File: config.mk
export PLATFORM = sky130hd
export DESIGN_NAME = ftu_queue
export DESIGN_NICKNAME = d
export VERILOG_FILES = /design/src/sv/freshness_table_update_top_assert.svh /design/src/sv/ftu_pkg.sv /design/src/sv/ftu_queue.sv
export SDC_FILE = /design/constraint.sdc
export NUM_CORES = 1
export LEC_CHECK = 0
export BUFFER_PORTS_ARGS = -buffer_cell sky130_fd_sc_hd__buf_2
export CAP_MARGIN = 20
export CORE_ASPECT_RATIO = 1.4
export CORE_MARGIN = 5
export CORE_UTILIZATION = 43
export DETAILED_ROUTE_END_ITERATION = 6
export GPL_TIMING_DRIVEN = 0
export PLACE_DENSITY = 0.74
export SYNTH_ARGS = -nofsm -noshare
export SYNTH_HDL_FRONTEND = slang
export SYNTH_SLANG_ARGS = --single-unit
File: constraint.sdc
create_clock -name clk_i -period 6.7 [get_ports clk_i]
set_input_delay 0.335 -clock clk_i [delete_from_list [all_inputs] [get_ports clk_i]]
set_output_delay 0.335 -clock clk_i [all_outputs]
set_load 0.01 [all_outputs]
File: src/sv/freshness_table_update_top_assert.svh
// Assertion macros for the freshness table block
`ifndef FRESHNESS_TABLE_UPDATE_TOP_ASSERT_SVH
`define FRESHNESS_TABLE_UPDATE_TOP_ASSERT_SVH

// Check that the consequent holds in the same cycle as the antecedent
`define FTU_ASSERT_SAME(lbl, ante, cons, msg) \
  lbl: assert property (@(posedge clk_i) disable iff (!rst_ni) (ante) |-> (cons)) \
    else $error(msg);

// Check that the consequent holds in the cycle after the antecedent
`define FTU_ASSERT_NEXT(lbl, ante, cons, msg) \
  lbl: assert property (@(posedge clk_i) disable iff (!rst_ni) (ante) |=> (cons)) \
    else $error(msg);

`endif

File: src/sv/ftu_pkg.sv
package ftu_pkg;

  localparam int unsigned IdW     = 8;
  localparam int unsigned TimeW   = 32;
  localparam int unsigned DistW   = 8;
  localparam int unsigned SeenW   = 16;
  localparam int unsigned QueueDepth = 2;

  typedef enum logic [1:0] {
    VERDICT_FRESH   = 2'd0,
    VERDICT_CURRENT = 2'd1,
    VERDICT_STALE   = 2'd2,
    VERDICT_SKIP    = 2'd3
  } verdict_e;

  typedef struct packed {
    logic [IdW-1:0]   node_id;
    logic [TimeW-1:0] item_time;
    logic [DistW-1:0] hop_distance;
    logic [TimeW-1:0] now_ms;
    logic             from_sender;
  } in_item_t;

  typedef struct packed {
    verdict_e         verdict;
    logic [DistW-1:0] stored_distance;
    logic [SeenW-1:0] seen_count;
    logic             new_neighbor;
  } out_item_t;

  typedef struct packed {
    logic             skip;
    logic [IdW-1:0]   node_id;
    logic [TimeW-1:0] item_time;
    logic [DistW-1:0] dist1;
    logic             from_sender;
  } work_t;

  typedef struct packed {
    logic  push;
    work_t data;
  } push_t;

  typedef struct packed {
    logic  empty;
    work_t head;
  } head_t;

endpackage

File: src/sv/ftu_queue.sv
module ftu_queue (
  input  logic           clk_i,
  input  logic           rst_ni,
  input  ftu_pkg::push_t push_i,
  input  logic           pop_i,
  output logic           full_o,
  output ftu_pkg::head_t head_o
);
  import ftu_pkg::*;

  localparam int unsigned PtrW = (QueueDepth > 1) ? $clog2(QueueDepth) : 1;

  work_t           slots_q [QueueDepth];
  logic [PtrW-1:0] wr_ptr_q, wr_ptr_d;
  logic [PtrW-1:0] rd_ptr_q, rd_ptr_d;
  logic [PtrW:0]   count_q, count_d;
  logic            do_push, do_pop;

  assign full_o       = (count_q == (PtrW+1)'(QueueDepth));
  assign head_o.empty = (count_q == '0);
  assign head_o.head  = slots_q[rd_ptr_q];

  assign do_push = push_i.push && !full_o;
  assign do_pop  = pop_i && !head_o.empty;

  always_comb begin
    wr_ptr_d = wr_ptr_q;
    rd_ptr_d = rd_ptr_q;
    count_d  = count_q;
    if (do_push) begin
      wr_ptr_d = (wr_ptr_q == PtrW'(QueueDepth - 1)) ? '0 : wr_ptr_q + PtrW'(1);
    end
    if (do_pop) begin
      rd_ptr_d = (rd_ptr_q == PtrW'(QueueDepth - 1)) ? '0 : rd_ptr_q + PtrW'(1);
    end
    if (do_push && !do_pop) begin
      count_d = count_q + (PtrW+1)'(1);
    end else if (do_pop && !do_push) begin
      count_d = count_q - (PtrW+1)'(1);
    end
  end

  always_ff @(posedge clk_i or negedge rst_ni) begin
    if (!rst_ni) begin
      wr_ptr_q <= '0;
      rd_ptr_q <= '0;
      count_q  <= '0;
    end else begin
      wr_ptr_q <= wr_ptr_d;
      rd_ptr_q <= rd_ptr_d;
      count_q  <= count_d;
    end
  end

  always_ff @(posedge clk_i) begin
    if (do_push) begin
      slots_q[wr_ptr_q] <= push_i.data;
    end
  end

endmodule

==> metrics.yaml <==
critical_path:
  worstSetupPathType: "reg -> reg"
  crit_required_ns: 6.74
  cp-start-kind: "flip-flop"
  crit_fanout: 30
  crit_arrival_ns: 1.95
  end_kind: "flip-flop"
final_layout:
  drive_gt1_share_pct: 59.9
  layoutNonFillerInstCount: 410
  fin_util_pct: 54.2
  final_cell_mix: "105 x buf_2, 100 x edfxtp_1, 49 x mux2_4"
  num-fill-cells: 765
  final_common_cell: "buf_2"
  area_growth_pct: 25.0
  nets: 349
logic_synthesis:
  synth_xor_area_share_pct: 1.08
  syn_inst: 175
  ys_warn_count: 0
  netlist_area_um2: 4060
  synthMuxAreaShare_pct: 18.4
  syn_nets: 230
  synth_compound_area_share_pct: 0.123
  synth_top_family_by_area: "multiplexers"
  syn_avg_cell_area_um2: 23.2
  synthAdderAreaFrac_pct: 0.308
  synth-simple-area-share_pct: 0.678
  ys_ff_latch: 104
  synth-seq-area-share_pct: 76.5
  ys_types: 15
floorplan:
  die_w_um: 92.1
  dieArea_um2: 11500
  fp.coreArea_um2: 9350
  io_pins: 106
  die_h_um: 125
  rows: 42
  initial_utilization_pct: 43.4
hold_path:
  min_path_type: "in -> reg"
placed_design:
  place_inst: 392
  dp_hpwl_mm: 4.90
  gp_congestion: 0.722
  detailedPlace.worstSlack_ns: 4.76
  portBuffers: 105
drt:
  wl_met3_um: 357
  routed_wl_mm: 6.88
  wl_met2_mm: 3.82
  dr.pass1.iters: 4
  drc_errors: 0
  drtIter0Drc: 102
  ant_nets: 0
  routed-via-count: 1926
  met1_length_mm: 2.49
  vias_per_cell: 4.70
  wl_per_cell_um: 16.8
  highest_layer: "met4"
clock_network:
  cts_resized: 0
  clockBufferDepth: 2
  clockRootBuffer: "clkbuf_16"
  cts_num_sinks: 104
  ctsHtreeMaxLevel: 3
  cts_tree: "done"
  clk_latency_ns: 0.34
  path_clk_slew_ns: 0.06
  cts_inserted_buffers: 9
timing:
  fin_crit_ns: 1.91
  setup_viol: 0
  worstMarginPinSlew_ns: 0.666
  hold_violations: 0
  fin_worst_skew_ns: 0.00366
  slew_viol_final: 0
  slew_headroom_pct: 55.5
  fmax_ghz: 0.523
  setup_ws_ns: 4.79
  final.setup.tns_ns: 0
  rsz0062_at_grt: "false"
  timing.final.crit_share_pct: 28.5
pwr:
  leakage_nw: 2.07
  power_density_nw_per_um2: 440
  ir_worst_vdd_mv: 0.267
  fin_total_pwr_w: 0.00223
run_status:
  status: "finished clean"
grt:
  grt_start_max_net_pins: 39
  grtUsageTotal_pct: 12.5
  grt_pass1_vias: 2107
  grt_overflow: 0
  antenna_found_initial: 1
  grt_pass1_wl_mm: 10.8
run:
  maxCapViolations: 0
-- area by class of cell --
class | count | area, um^2 | share of cell area, %
diodes | 1 | 2.50 | 0.0493
plain buffers | 6 | 111 | 2.20
clock buffers | 10 | 229 | 4.52
clock inverters | 6 | 60.1 | 1.18
inverters | 2 | 7.51 | 0.148
multi-input cells | 63 | 845 | 16.7
flip-flops and latches | 104 | 3100 | 61.2
well taps | 110 | 138 | 2.71
repair buffers | 108 | 576 | 11.3
-- path summary, 6_finish.rpt --
| kind | start | endpoint | slack (ns) | depth (start not counted) |
|---|---|---|---|---|
| worst max-delay path | count_q[0] | slots_q[0][19] | 4.79 | 4 |
| worst min-delay path | push_i[14] | slots_q[1][14] | 0.18 | 1 |
| worst max register to register | count_q[0] | slots_q[0][19] | 4.79 | 4 |
| worst min register to register | wr_ptr_q | wr_ptr_q | 0.56 | 1 |
| max in group asynchronous | rst_ni | count_q[1] | 6.24 | 2 |
| min in group asynchronous | rst_ni | rd_ptr_q | 0.33 | 2 |
-- timing repair --
item                      CTS  global route
buffers inserted            0             0
hold buffers                1             0
hold endpoints to repair    4             0
-- per-stage QoR --
| stage | hold WS, ns | cell area (um^2) |
|---|---|---|
| after global placement | 0.141 | 4720 |
| final | 0.184 | 5070 |
| after CTS | 0.166 | 5070 |
| after global routing | 0.166 | 5070 |
| after detailed placement | 0.147 | 4770 |
| after floorplan | 0.0394 | 4060 |
-- critical path: stages (launching register included) --
cell and delay, ns:
dfrtp_1 0.44, nand2b_1 0.18, nand2_1 0.14, nor2_4 0.54, buf_12 0.29
-- synthesized netlist by cell type (all sizes together) --
cell type	number	area share, %
xnor2	3	0.65
inv	2	0.19
nand2b	1	0.15
o21ai	1	0.12
nor2	3	0.28
edfxtp	100	74
buf	6	2.7
ha	1	0.31
dfrtp	4	2.5
xor2	2	0.43
mux2	50	18
and3	1	0.15
nand2	1	0.092
-- metal layers --
metal / vias to the layer above / track usage, %
met5: - / 0
met4: 0 / 6.56
met3: 14 / 4.15
met2: 58 / 22.5
met1: 934 / 12.5
li1: 920 / -
-- kinds of logic (layout without fill, tap and decap cells) --
family / after synthesis / count (layout)
compound gates: 1 / 1
xor+xnor: 5 / 5
fa+ha+maj: 1 / 1
buf+inv: 8 / 132
flops: 104 / 104
mux: 50 / 50
other cells: 0 / 1
simple gates: 6 / 6
-- power by group --
| group | internal, W | total, W | switching, W | leakage [nW] |
|---|---|---|---|---|
| Clock | 0.000287 | 0.000500 | 0.000212 | 0.140 |
| Combinational | 0.000428 | 0.000800 | 0.000372 | 0.952 |
| Sequential | 0.000890 | 0.000934 | 0.0000441 | 0.976 |
| Total | 0.00161 | 0.00223 | 0.000628 | 2.07 |
-- sequential cells by signal (all words and copies together), names as in the netlist --
name / count
wr_ptr_q: 1
rd_ptr_q: 1
count_q: 2
slots_q: 100
No activity file was read; power rests on OpenSTA's default activity.
